===== config.mk =====
export PLATFORM = sky130hd
export DESIGN_NAME = reuse_distance_histogram
export DESIGN_NICKNAME = d
export VERILOG_FILES = /design/src/design/rdh_pkg.sv /design/src/design/rdh_ram.sv /design/src/design/rdh_ctrl.sv /design/src/design/rdh_datapath.sv /design/src/design/reuse_distance_histogram.sv
export SDC_FILE = /design/constraint.sdc
export NUM_CORES = 2
export LEC_CHECK = 0
export BUFFER_PORTS_ARGS = -buffer_cell sky130_fd_sc_hd__buf_2
export CAP_MARGIN = 10
export CELL_PAD_IN_SITES_DETAIL_PLACEMENT = 0
export CELL_PAD_IN_SITES_GLOBAL_PLACEMENT = 1
export CORE_MARGIN = 5
export CORE_UTILIZATION = 38
export CTS_CLUSTER_SIZE = 24
export DETAILED_ROUTE_END_ITERATION = 8
export PLACE_DENSITY_LB_ADDON = 0.1
export SLEW_MARGIN = 10
export SYNTH_ARGS = -nofsm -noshare
export SYNTH_HDL_FRONTEND = slang
export SYNTH_SLANG_ARGS = --single-unit

===== constraint.sdc =====
create_clock -name clk -period 6.6 [get_ports clk]
set_input_delay 0.33 -clock clk [delete_from_list [all_inputs] [get_ports clk]]
set_output_delay 0.33 -clock clk [all_outputs]
set_load 0.01 [all_outputs]

===== src/design/rdh_pkg.sv =====
// shared types and constants for the reuse distance histogram
package rdh_pkg;

  localparam int MAX_BINS_DEF = 64;
  localparam int CNT_W        = 32;
  localparam int DIST_W       = 32;
  localparam int WIDTH_W      = 16;
  localparam int SLOTS_W      = 6;
  localparam int START_W      = 40;
  localparam int CFG_IDX_W    = 2;
  localparam int CFG_DATA_W   = 32;

  localparam logic [CNT_W-1:0] CNT_MAX = {CNT_W{1'b1}};

  // configuration register indexes
  localparam logic [CFG_IDX_W-1:0] CFG_FIRST_DISTANCE = 2'd0;
  localparam logic [CFG_IDX_W-1:0] CFG_BIN_WIDTH      = 2'd1;
  localparam logic [CFG_IDX_W-1:0] CFG_NUM_SLOTS      = 2'd2;

  // item actions
  localparam logic ACT_RECORD  = 1'b0;
  localparam logic ACT_READOUT = 1'b1;

  // controller to datapath commands
  typedef struct packed {
    logic latch;
    logic prep;
    logic check;
    logic div_step;
    logic rd_en;
    logic rd_idx;
    logic wr_en;
    logic ro_init;
    logic acc_en;
    logic emit;
    logic emit_first;
    logic emit_last;
  } rdh_cmd_t;

  // datapath to controller status
  typedef struct packed {
    logic to_top;
    logic below;
  } rdh_status_t;

endpackage


===== src/design/rdh_ram.sv =====
// generic single write port ram with registered read
module rdh_ram #(
  parameter int WIDTH = 32,
  parameter int DEPTH = 64
) (
  input  logic                     clk,
  input  logic                     we,
  input  logic [$clog2(DEPTH)-1:0] waddr,
  input  logic [WIDTH-1:0]         wdata,
  input  logic                     re,
  input  logic [$clog2(DEPTH)-1:0] raddr,
  output logic [WIDTH-1:0]         rdata
);

  logic [WIDTH-1:0] mem [DEPTH];
  logic [WIDTH-1:0] rdata_r;

  // write port and registered read port
  always_ff @(posedge clk) begin
    if (we) begin
      mem[waddr] <= wdata;
    end
    if (re) begin
      rdata_r <= mem[raddr];
    end
  end

  assign rdata = rdata_r;

endmodule


===== src/design/rdh_ctrl.sv =====
// controller state machine for record and readout sequencing
module rdh_ctrl
  import rdh_pkg::*;
#(
  parameter int MAX_BINS = MAX_BINS_DEF
) (
  input  logic                        clk,
  input  logic                        rst_n,
  input  logic                        start,
  input  logic                        in_action,
  input  logic [$clog2(MAX_BINS)-1:0] slots,
  input  rdh_status_t                 st,
  output logic                        busy,
  output rdh_cmd_t                    cmd,
  output logic [$clog2(MAX_BINS)-1:0] addr
);

  localparam int AW = $clog2(MAX_BINS);

  typedef enum logic [3:0] {
    S_IDLE,
    S_PREP,
    S_CHECK,
    S_DIV,
    S_REC_RD,
    S_REC_WR,
    S_SUM,
    S_ROWS,
    S_DRAIN
  } state_t;

  state_t        state_r, state_nxt;
  logic [AW-1:0] cnt_r, cnt_nxt;
  logic          acc_r, emit_r, first_r, last_r;
  logic          acc_nxt, emit_nxt, first_nxt, last_nxt;
  logic [AW-1:0] top;

  assign top = slots + AW'(1);

  // next state and command decode
  always_comb begin
    state_nxt = state_r;
    cnt_nxt   = cnt_r;
    acc_nxt   = 1'b0;
    emit_nxt  = 1'b0;
    first_nxt = 1'b0;
    last_nxt  = 1'b0;
    cmd       = '0;
    addr      = cnt_r;
    unique case (state_r)
      S_IDLE: begin
        if (start) begin
          cmd.latch = 1'b1;
          if (in_action == ACT_READOUT) begin
            cmd.ro_init = 1'b1;
            cnt_nxt     = AW'(1);
            state_nxt   = S_SUM;
          end else begin
            state_nxt = S_PREP;
          end
        end
      end
      S_PREP: begin
        cmd.prep  = 1'b1;
        state_nxt = S_CHECK;
      end
      S_CHECK: begin
        cmd.check = 1'b1;
        if (st.to_top || st.below) begin
          state_nxt = S_REC_RD;
        end else begin
          cnt_nxt   = AW'(AW - 1);
          state_nxt = S_DIV;
        end
      end
      S_DIV: begin
        cmd.div_step = 1'b1;
        if (cnt_r == '0) begin
          state_nxt = S_REC_RD;
        end else begin
          cnt_nxt = cnt_r - AW'(1);
        end
      end
      S_REC_RD: begin
        cmd.rd_en  = 1'b1;
        cmd.rd_idx = 1'b1;
        state_nxt  = S_REC_WR;
      end
      S_REC_WR: begin
        cmd.wr_en = 1'b1;
        state_nxt = S_IDLE;
      end
      S_SUM: begin
        cmd.rd_en = 1'b1;
        acc_nxt   = 1'b1;
        if (cnt_r == top) begin
          cnt_nxt   = '0;
          state_nxt = S_ROWS;
        end else begin
          cnt_nxt = cnt_r + AW'(1);
        end
      end
      S_ROWS: begin
        cmd.rd_en = 1'b1;
        emit_nxt  = 1'b1;
        first_nxt = (cnt_r == '0);
        last_nxt  = (cnt_r == slots);
        if (cnt_r == slots) begin
          state_nxt = S_DRAIN;
        end else begin
          cnt_nxt = cnt_r + AW'(1);
        end
      end
      S_DRAIN: begin
        state_nxt = S_IDLE;
      end
      default: begin
        state_nxt = S_IDLE;
      end
    endcase
    // read data arrives in the cycle after the address
    cmd.acc_en     = acc_r;
    cmd.emit       = emit_r;
    cmd.emit_first = first_r;
    cmd.emit_last  = last_r;
  end

  // state and registered command flags
  always_ff @(posedge clk) begin
    if (!rst_n) begin
      state_r <= S_IDLE;
      cnt_r   <= '0;
      acc_r   <= 1'b0;
      emit_r  <= 1'b0;
      first_r <= 1'b0;
      last_r  <= 1'b0;
    end else begin
      state_r <= state_nxt;
      cnt_r   <= cnt_nxt;
      acc_r   <= acc_nxt;
      emit_r  <= emit_nxt;
      first_r <= first_nxt;
      last_r  <= last_nxt;
    end
  end

  assign busy = (state_r != S_IDLE);

endmodule


===== src/design/rdh_datapath.sv =====
// datapath: config registers, bin index divider, bin store and row output
module rdh_datapath
  import rdh_pkg::*;
#(
  parameter int MAX_BINS = MAX_BINS_DEF
) (
  input  logic                        clk,
  input  logic                        rst_n,
  input  logic                        cfg_we,
  input  logic [CFG_IDX_W-1:0]        cfg_index,
  input  logic [CFG_DATA_W-1:0]       cfg_data,
  input  logic [DIST_W-1:0]           in_distance,
  input  logic                        in_cold,
  input  rdh_cmd_t                    cmd,
  input  logic [$clog2(MAX_BINS)-1:0] addr,
  output rdh_status_t                 st,
  output logic [$clog2(MAX_BINS)-1:0] slots,
  output logic                        out_valid,
  output logic [START_W-1:0]          out_bin_start,
  output logic [CNT_W-1:0]            out_bin_count,
  output logic [CNT_W-1:0]            out_misses_above,
  output logic [CNT_W-1:0]            out_total_records,
  output logic                        out_last
);

  localparam int AW    = $clog2(MAX_BINS);
  localparam int ACC_W = CNT_W + AW;
  localparam int DVS_W = WIDTH_W + AW;
  localparam logic [SLOTS_W-1:0] SLOTS_LIM = SLOTS_W'(MAX_BINS - 2);

  logic [DIST_W-1:0]  first_r;
  logic [WIDTH_W-1:0] width_r;
  logic [SLOTS_W-1:0] nslots_r;
  logic [WIDTH_W-1:0] eff_w;
  logic [SLOTS_W-1:0] slots_lim;

  logic [DIST_W-1:0]  dist_r;
  logic               cold_r;
  logic [START_W-1:0] bound_r;
  logic [DIST_W:0]    diff_r;
  logic [DVS_W-1:0]   span;
  logic [DIST_W-1:0]  rem_r;
  logic [DVS_W-1:0]   dvs_r;
  logic [AW-1:0]      q_r;
  logic [AW-1:0]      q_nxt;
  logic               ge;
  logic [AW-1:0]      idx_r;

  logic [AW-1:0]       raddr;
  logic [CNT_W-1:0]    rdata;
  logic [CNT_W-1:0]    data_m;
  logic [CNT_W-1:0]    wdata;
  logic [MAX_BINS-1:0] valid_r;
  logic                rvld_r;
  logic [CNT_W-1:0]    total_r;

  logic [ACC_W-1:0]   acc_r;
  logic [ACC_W-1:0]   above;
  logic [START_W-1:0] start_r;

  logic               out_valid_r;
  logic [START_W-1:0] out_bin_start_r;
  logic [CNT_W-1:0]   out_bin_count_r;
  logic [CNT_W-1:0]   out_misses_above_r;
  logic [CNT_W-1:0]   out_total_records_r;
  logic               out_last_r;

  // configuration registers
  always_ff @(posedge clk) begin
    if (!rst_n) begin
      first_r  <= '0;
      width_r  <= WIDTH_W'(1);
      nslots_r <= SLOTS_W'(62);
    end else if (cfg_we) begin
      unique case (cfg_index)
        CFG_FIRST_DISTANCE: first_r  <= cfg_data[DIST_W-1:0];
        CFG_BIN_WIDTH:      width_r  <= cfg_data[WIDTH_W-1:0];
        CFG_NUM_SLOTS:      nslots_r <= cfg_data[SLOTS_W-1:0];
        default: ;
      endcase
    end
  end

  // zero width acts as one, slot count limited to the store
  assign eff_w     = (width_r == '0) ? WIDTH_W'(1) : width_r;
  assign slots_lim = (nslots_r > SLOTS_LIM) ? SLOTS_LIM : nslots_r;
  assign slots     = slots_lim[AW-1:0];

  // range classification from registered bound and offset
  assign st.to_top = cold_r || (START_W'(dist_r) > bound_r);
  assign st.below  = diff_r[DIST_W];

  assign span = DVS_W'(slots) * DVS_W'(eff_w);

  // one quotient bit per step, quotient never exceeds the slot count
  assign ge    = (rem_r >= DIST_W'(dvs_r));
  assign q_nxt = {q_r[AW-2:0], ge};

  // record path: latch, bound, classify and divide
  always_ff @(posedge clk) begin
    if (cmd.latch) begin
      dist_r <= in_distance;
      cold_r <= in_cold;
    end
    if (cmd.prep) begin
      bound_r <= START_W'(first_r) + START_W'(span);
      diff_r  <= {1'b0, dist_r} - {1'b0, first_r};
    end
    if (cmd.check) begin
      rem_r <= diff_r[DIST_W-1:0];
      dvs_r <= DVS_W'(eff_w) << (AW - 1);
      q_r   <= '0;
      if (st.to_top) begin
        idx_r <= slots + AW'(1);
      end else if (st.below) begin
        idx_r <= '0;
      end
    end
    if (cmd.div_step) begin
      if (ge) begin
        rem_r <= rem_r - DIST_W'(dvs_r);
      end
      dvs_r <= dvs_r >> 1;
      q_r   <= q_nxt;
      idx_r <= q_nxt + AW'(1);
    end
  end

  // bin store
  assign raddr = cmd.rd_idx ? idx_r : addr;
  assign wdata = (data_m == CNT_MAX) ? CNT_MAX : data_m + CNT_W'(1);

  rdh_ram #(
    .WIDTH (CNT_W),
    .DEPTH (MAX_BINS)
  ) u_ram (
    .clk   (clk),
    .we    (cmd.wr_en),
    .waddr (idx_r),
    .wdata (wdata),
    .re    (cmd.rd_en),
    .raddr (raddr),
    .rdata (rdata)
  );

  // entries never written read as zero
  assign data_m = rvld_r ? rdata : '0;

  // valid bits and record total
  always_ff @(posedge clk) begin
    if (!rst_n) begin
      valid_r <= '0;
      rvld_r  <= 1'b0;
      total_r <= '0;
    end else begin
      if (cmd.rd_en) begin
        rvld_r <= valid_r[raddr];
      end
      if (cmd.wr_en) begin
        valid_r[idx_r] <= 1'b1;
        if (total_r != CNT_MAX) begin
          total_r <= total_r + CNT_W'(1);
        end
      end
    end
  end

  // exact suffix sum, peeled one bin per row
  assign above = cmd.emit_first ? acc_r : acc_r - ACC_W'(data_m);

  always_ff @(posedge clk) begin
    priority if (cmd.ro_init) begin
      acc_r   <= '0;
      start_r <= START_W'(first_r);
    end else if (cmd.acc_en) begin
      acc_r <= acc_r + ACC_W'(data_m);
    end else if (cmd.emit) begin
      acc_r   <= above;
      start_r <= start_r + START_W'(eff_w);
    end
  end

  // row output registers
  always_ff @(posedge clk) begin
    if (!rst_n) begin
      out_valid_r <= 1'b0;
    end else begin
      out_valid_r <= cmd.emit;
    end
  end

  always_ff @(posedge clk) begin
    if (cmd.emit) begin
      out_bin_start_r     <= start_r;
      out_bin_count_r     <= data_m;
      out_misses_above_r  <= (|above[ACC_W-1:CNT_W]) ? CNT_MAX : above[CNT_W-1:0];
      out_total_records_r <= total_r;
      out_last_r          <= cmd.emit_last;
    end
  end

  assign out_valid         = out_valid_r;
  assign out_bin_start     = out_bin_start_r;
  assign out_bin_count     = out_bin_count_r;
  assign out_misses_above  = out_misses_above_r;
  assign out_total_records = out_total_records_r;
  assign out_last          = out_last_r;

endmodule


===== src/design/reuse_distance_histogram.sv =====
// Record: busy through the prep, check, restoring divider, read and write states,
//   skipping the divider when the distance is a cold miss or falls outside the range.
// Readout: busy through a summing pass, a row pass and a drain state; row 0 follows the
//   summing pass, then one row per cycle, the last row in the first idle cycle; the summing
//   pass reads the store through its single read port before the rows.
// Reset: synchronous active low; registers return to 0, 1 and 62, bins read as zero at once.
module reuse_distance_histogram
  import rdh_pkg::*;
#(
  parameter int MAX_BINS = MAX_BINS_DEF
) (
  input  logic                  clk,
  input  logic                  rst_n,
  input  logic                  cfg_we,
  input  logic [CFG_IDX_W-1:0]  cfg_index,
  input  logic [CFG_DATA_W-1:0] cfg_data,
  input  logic                  start,
  output logic                  busy,
  input  logic                  in_action,
  input  logic [DIST_W-1:0]     in_distance,
  input  logic                  in_cold,
  output logic                  out_valid,
  output logic [START_W-1:0]    out_bin_start,
  output logic [CNT_W-1:0]      out_bin_count,
  output logic [CNT_W-1:0]      out_misses_above,
  output logic [CNT_W-1:0]      out_total_records,
  output logic                  out_last
);

  localparam int AW = $clog2(MAX_BINS);

  rdh_cmd_t      cmd;
  rdh_status_t   st;
  logic [AW-1:0] addr;
  logic [AW-1:0] slots;

  // sequencing
  rdh_ctrl #(
    .MAX_BINS (MAX_BINS)
  ) u_ctrl (
    .clk       (clk),
    .rst_n     (rst_n),
    .start     (start),
    .in_action (in_action),
    .slots     (slots),
    .st        (st),
    .busy      (busy),
    .cmd       (cmd),
    .addr      (addr)
  );

  // arithmetic and storage
  rdh_datapath #(
    .MAX_BINS (MAX_BINS)
  ) u_dp (
    .clk               (clk),
    .rst_n             (rst_n),
    .cfg_we            (cfg_we),
    .cfg_index         (cfg_index),
    .cfg_data          (cfg_data),
    .in_distance       (in_distance),
    .in_cold           (in_cold),
    .cmd               (cmd),
    .addr              (addr),
    .st                (st),
    .slots             (slots),
    .out_valid         (out_valid),
    .out_bin_start     (out_bin_start),
    .out_bin_count     (out_bin_count),
    .out_misses_above  (out_misses_above),
    .out_total_records (out_total_records),
    .out_last          (out_last)
  );

endmodule


; ---- Word-level counts from Yosys, hierarchy flattened
; Memories as Yosys holds them, arrays and structs flattened. A register that Yosys moved wholly into a read port is not among the register bits.
; Index checks and enable logic that the tools add are counted.
; Widths: inputs -> output; s select.
[totals]
elab_cells = 154
register_bits = 551
mem_count = 1
out_inout_bits = 139
inputBits = 72
mem_bits_rw = 2048
[op_classes]
order_cmp = 6
n_addsub = 12
n_mul = 1
bitwise_logic = 2
n_mux = 55
n_reduce_logical = 25
n_eq_ne = 22
[memory_table]
columns = name, depth, width, read_ports, rd_ports_with_merged_regs, write_ports, line
row1 = u_dp.u_ram.mem, 64, 32, 1, 1, 1, rdh_ram.sv:15  ; logic [WIDTH-1:0] mem [DEPTH];
[op_table]
columns = operator, count
row1 = $mux 32, 8
row2 = $mux 38, 3
row3 = $mux 6, 12
row4 = $add 32x1->32 const B, 2
row5 = $or 64x64->64, 1
row6 = $add 40x16->40, 1
row7 = $gt 32x40->1, 1
row8 = $add 38x32->38, 1
row9 = $sub 38x32->38, 1
row10 = $add 32x22->33, 1
row11 = $sub 32x32->33, 1
row12 = $eq 32x32->1 const B, 1
row13 = $ge 32x21->1, 1
row14 = $ne 32x32->1 const B, 1
row15 = $sub 32x21->32, 1
row16 = $pmux 6 s5, 1
row17 = $pmux 4 s7, 1
row18 = $mul 6x16->22, 1
row19 = $mux 21, 1
row20 = $mux 20, 1
row21 = $add 6x1->6 const B, 3
row22 = $mux 1, 17
row23 = $eq 4x3->1 const B, 4
row24 = $logic_not 16->1, 1
row25 = other kinds (32), 57

; ---- Longest topological paths before layout
[depth]
word_depth = 6
depth_mapped = 21
depth_no_buf = 20

; ---- Modules after synthesis
; Synthesis repeated with hierarchy kept, for this count alone.
[unflattened]
cells_unflattened = 7073
area_unflattened_um2 = 113620.2
[by_module_without_submodules]
columns = mod, area_per_inst_um2, instances, cells_per_inst
row1 = rdh_ram, 78835.6, 1, 3324
row2 = rdh_datapath, 33502.1, 1, 3583
row3 = rdh_ctrl, 1282.5, 1, 166

; ---- Worst setup path before layout
; Ideal clock, no wire load.
[synth_timing]
kind = register -> register
from = register u_ctrl.emit_r
to = register u_dp.start_r[38]
arrival_time_ns = 5.938
slack_ns = 0.534
setup_ns = 0.128
period_less_slack_ns = 6.066
stages_incl_launch_ff = 9
path_cell_list = dfxtp_1 clkinv_1 nor2_1 and4_1 and4_1 and3_1 and4b_1 xnor2_1 nor2_1
[synth_via]
elab_chain_cells = 1
[synth_lines]
columns = item, line
row1 = "start, declared", rdh_ctrl.sv:34  ; logic acc_r, emit_r, first_r, last_r;
row2 = "start signal, assigned", rdh_ctrl.sv:141  ; emit_r <= emit_nxt;
row3 = $reduce_and 2->1 (no source line), -
row4 = "end signal, assigned", rdh_datapath.sv:174  ; start_r <= START_W'(first_r);
row5 = "end signal, assigned", rdh_datapath.sv:179  ; start_r <= start_r + START_W'(eff_w);
row6 = "end, declared", rdh_datapath.sv:59  ; logic [START_W-1:0] start_r;
; No other way between the ends.
; A chain may end at the register's enable or synchronous reset.

; ---- Final worst setup path
[layout_timing]
from = register u_dp.nslots_r[3]
to = register u_dp.bound_r[27], data pin
[layout_via]
elab_chain_cells = 4
[layout_lines]
columns = item, line
row1 = "start, declared", rdh_datapath.sv:33  ; logic [SLOTS_W-1:0] nslots_r;
row2 = "start signal, assigned", rdh_datapath.sv:78  ; CFG_NUM_SLOTS: nslots_r <= cfg_data[SLOTS_W-1:0];
row3 = $gt 6x6->1, rdh_datapath.sv:86  ; assign slots_lim = (nslots_r > SLOTS_LIM) ? SLOTS_LIM : nslots_r;
row4 = $mux 6 *, rdh_datapath.sv:86
row5 = $mul 6x16->22 *, rdh_datapath.sv:93  ; assign span = DVS_W'(slots) * DVS_W'(eff_w);
row6 = $add 32x22->33 *, rdh_datapath.sv:106  ; bound_r <= START_W'(first_r) + START_W'(span);
row7 = "end signal, assigned", rdh_datapath.sv:106
row8 = "end, declared", rdh_datapath.sv:39  ; logic [START_W-1:0] bound_r;
; Mark *: on every way between the ends. The rest lies on a longest branch, timed or not.

==> out/qor.tcl <==
set qor(dr_total_vias) 66537
set qor(first_pass_iters) 5
set qor(post_cts_resized) 0
set qor(most_used_cells_in_the_layout_excluding_fill_and_tap_cells) {2380 x sky130_fd_sc_hd__edfxtp_1, 989 x sky130_fd_sc_hd__nand2_1, 498 x sky130_fd_sc_hd__mux4_2}
set qor(track_usage) 0.219
set qor(grt_antenna_before_repair) 14
set qor(finalSetupViolations) 0
set qor(start_kind) {register}
set qor(routed_wire_length_per_instance_um) 28.6
set qor(ys.warnings.count) 0
set qor(route.detailed.vias_per_inst) 5.54
set qor(cts.clk_slew.worst_paths_ns) 0.06
set qor(final_layout_size_suffix_gt1_frac) 0.182
set qor(worst_hold_slack_ns) 0.184
set qor(fp.dieArea_um2) 309000
set qor(fin_tns_setup_ns) 0
set qor(design.core.area_um2) 297000
set qor(starting_density_of_the_core) 0.381
set qor(syn_area_um2) 113000
set qor(maximum_vdd_drop_mv) 0.471
set qor(dpl_cell_area_um2) 120000
set qor(synthDominantAreaCellType) {sky130_fd_sc_hd__edfxtp_1}
set qor(layout.cell_area.non_filler_um2) 130000
set qor(synth-seq-area-share) 0.675
set qor(area_growth_syn_to_layout_pct) 14.9
set qor(remaining_global_route_overflow) 0
set qor(final_clock_period_utilization_by_the_worst_path) 0.915
set qor(grt_setup_unrepaired) {false}
set qor(yosys.cell_types.count) 84
set qor(cts_tree) {built}
set qor(routabilityCongestion) 0.829
set qor(worst_ep_required_time_ns) 7.20
set qor(p_leak_nw) 45.1
set qor(cts.root.buffer_cell) {sky130_fd_sc_hd__clkbuf_16}
set qor(num_io_pins) 211
set qor(worst_path_class_setup) {reg2reg}
set qor(dr.first_iter.drc_count) 5615
set qor(fin_crit_ns) 6.04
set qor(critical_path_arrival_ns) 6.63
set qor(clkSinkCount) 2624
set qor(cts.path.max_buffers) 4
set qor(timing.clock.skew_ns) 0.0678
set qor(synth-async-reset-ratio) 0
set qor(grt_start_max_net_pins) 111
set qor(synthFlopType) {sky130_fd_sc_hd__edfxtp_1}
set qor(grt_pass1_vias) 67716
set qor(synth_nets) 7811
set qor(post-layout-total-power_mw) 53.2
set qor(finish.utilization) 0.438
set qor(worst_pin_slew_ns) 1.33
set qor(floorplan.die.height_um) 556
set qor(max_clock_freq_mhz) 166
set qor(place_inst) 11396
set qor(cts_made_buffers) 297
set qor(overall_die_width_um) 556
set qor(hpwlAfterDp_um) 212000
set qor(wirelength_um) 344000
set qor(nFillCells) 26609
set qor(numPortBuffers) 210
set qor(maxSlewViolCount) 0
set qor(most_common_cell_after_layout_fill_and_taps_aside) {sky130_fd_sc_hd__edfxtp_1}
set qor(synth_top_area_share) 0.632
set qor(holdCritPathClass) {in2reg}
set qor(avgSynthCellArea_um2) 15.2
set qor(synth.area.top_cells) {sky130_fd_sc_hd__edfxtp_1 63%, sky130_fd_sc_hd__mux4_2 9.9%, sky130_fd_sc_hd__dfxtp_1 4.3%}
set qor(ys_ff_latch) 2624
set qor(synth_edf_count) 2380
set qor(timing.max_cap.violations) 0
set qor(end_kind) {register}
set qor(cts.htree.levels) 5
set qor(global_route_wire_length_before_repair_um) 497000
set qor(syn_inst) 7447
set qor(pre_cts_slack_ns) 0.598
set qor(final-instance-count-excl-fill) 12010
set qor(critical_path_peak_fanout) 19
set qor(drtAntennaViolNets) 0
set qor(drc_errors) 0
set qor(max-slew-margin-rel) 0.106
set qor(num-nets-final) 8197
set qor(status) {finished clean}
set qor(power.density_nw_per_um2) 409
set qor(fin_ws_ns) 0.563
set qor(finalHoldViolCount) 0
set qor(clock_latency_ns) 0.91
set qor(placement_rows) 200
-- what timing repair did --
| action | 4_1_cts | 5_1_grt |
|---|---|---|
| endpoints found under the hold margin | 121 | 0 |
| hold buffers | 74 | 0 |
| buffers inserted | 0 | 0 |
-- registers in the layout (all words and copies together) (netlist names), 4 cells and up --
register                count
u_dp.out_bin_count         32
u_dp.start_r               40
u_dp.idx_r                  6
u_dp.diff_r                33
u_dp.u_ram.rdata           32
u_ctrl.addr                 6
u_dp.first_r               32
u_dp.total_r               32
u_dp.nslots_r               6
u_dp.out_bin_start         40
u_dp.u_ram.mem           2048
u_dp.width_r               16
u_dp.q_r                    5
u_dp.out_total_records     32
u_dp.dvs_r                 21
u_dp.valid_r               64
u_dp.out_misses_above      32
u_dp.rem_r                 32
u_ctrl.state_r              4
u_dp.bound_r               33
u_dp.acc_r                 38
u_dp.dist_r                32
-- layout make-up --
class | instances | area [µm²] | area share
Timing Repair Buffer | 489 | 3580 | 0.0276
Clock inverter | 147 | 1270 | 0.00975
Antenna cell | 6 | 15.0 | 0.000115
Multi-Input combinational cell | 4155 | 34900 | 0.268
Tap cell | 3939 | 4930 | 0.0379
Sequential cell | 2624 | 76400 | 0.587
Clock buffer | 384 | 7970 | 0.0613
Inverter | 266 | 998 | 0.00768
-- worst paths after layout --
check / to / slack (ns) / depth (start not counted) / start
max: u_dp.bound_r[27]$_DFFE_PP_ / 0.56 / 18 / u_dp.nslots_r[3]$_SDFFE_PN1P_
min: u_ctrl.state_r[3]$_SDFFE_PN0P_ / 0.18 / 5 / start
max reg2reg: u_dp.bound_r[27]$_DFFE_PP_ / 0.56 / 18 / u_dp.nslots_r[3]$_SDFFE_PN1P_
min reg2reg: u_dp.out_last$_DFFE_PP_ / 0.41 / 0 / u_ctrl.last_r$_SDFF_PN0_
-- power breakdown --
part           internal [mW]  switching, mW  total [mW]
registers               19.7          0.570        20.3
clock network           9.20           6.72        15.9
logic                   6.22           10.8        17.0
total                   35.2           18.1        53.2
-- logic make-up after synthesis --
kind of cell	synth area share
DFF	0.675
and+or+nand+nor	0.0858
AOI/OAI and AO/OA	0.0560
buffers and inverters	0.0238
muxes	0.105
adders and majority gates	0.0377
xor gates and xnor gates	0.0169
-- layer usage --
layer  up-vias  part of all wire  wire length, µm  global-route usage
li1      29295                 -                -                   -
met1     35038              0.45           154000               0.310
met2      1785              0.48           166000               0.364
met3       417             0.049            17000              0.0260
met4         2             0.022             7410              0.0487
met5         -          0.000038               13                   0
-- critical path: stages, from the launching register on --
cell                       delay (ns)
sky130_fd_sc_hd__dfxtp_1         0.31
sky130_fd_sc_hd__and3_1          0.21
sky130_fd_sc_hd__a31oi_4         0.50
sky130_fd_sc_hd__and2_1          0.23
sky130_fd_sc_hd__fa_1            0.42
sky130_fd_sc_hd__fa_1            0.53
sky130_fd_sc_hd__fa_1            0.50
sky130_fd_sc_hd__inv_1           0.05
sky130_fd_sc_hd__fa_1            0.47
sky130_fd_sc_hd__inv_1           0.04
sky130_fd_sc_hd__ha_1            0.35
sky130_fd_sc_hd__and3_1          0.24
sky130_fd_sc_hd__or3b_2          0.48
sky130_fd_sc_hd__o221ai_1        0.32
sky130_fd_sc_hd__nand3b_1        0.20
sky130_fd_sc_hd__a31oi_1         0.28
sky130_fd_sc_hd__o22ai_1         0.24
sky130_fd_sc_hd__nor4_1          0.28
sky130_fd_sc_hd__xnor2_1         0.10
-- synth_stat cells, drive strengths merged (86+ instances only) --
master  count
a21oi     261
a31oi     102
and2      134
and3      110
buf       154
clkbuf    248
dfxtp     244
edfxtp   2380
ha        211
inv       265
mux4      498
nand2    1018
nand3     217
nor2      309
o21a       86
o21ai     152
xnor2     157
(Power assumes the default switching activity.)
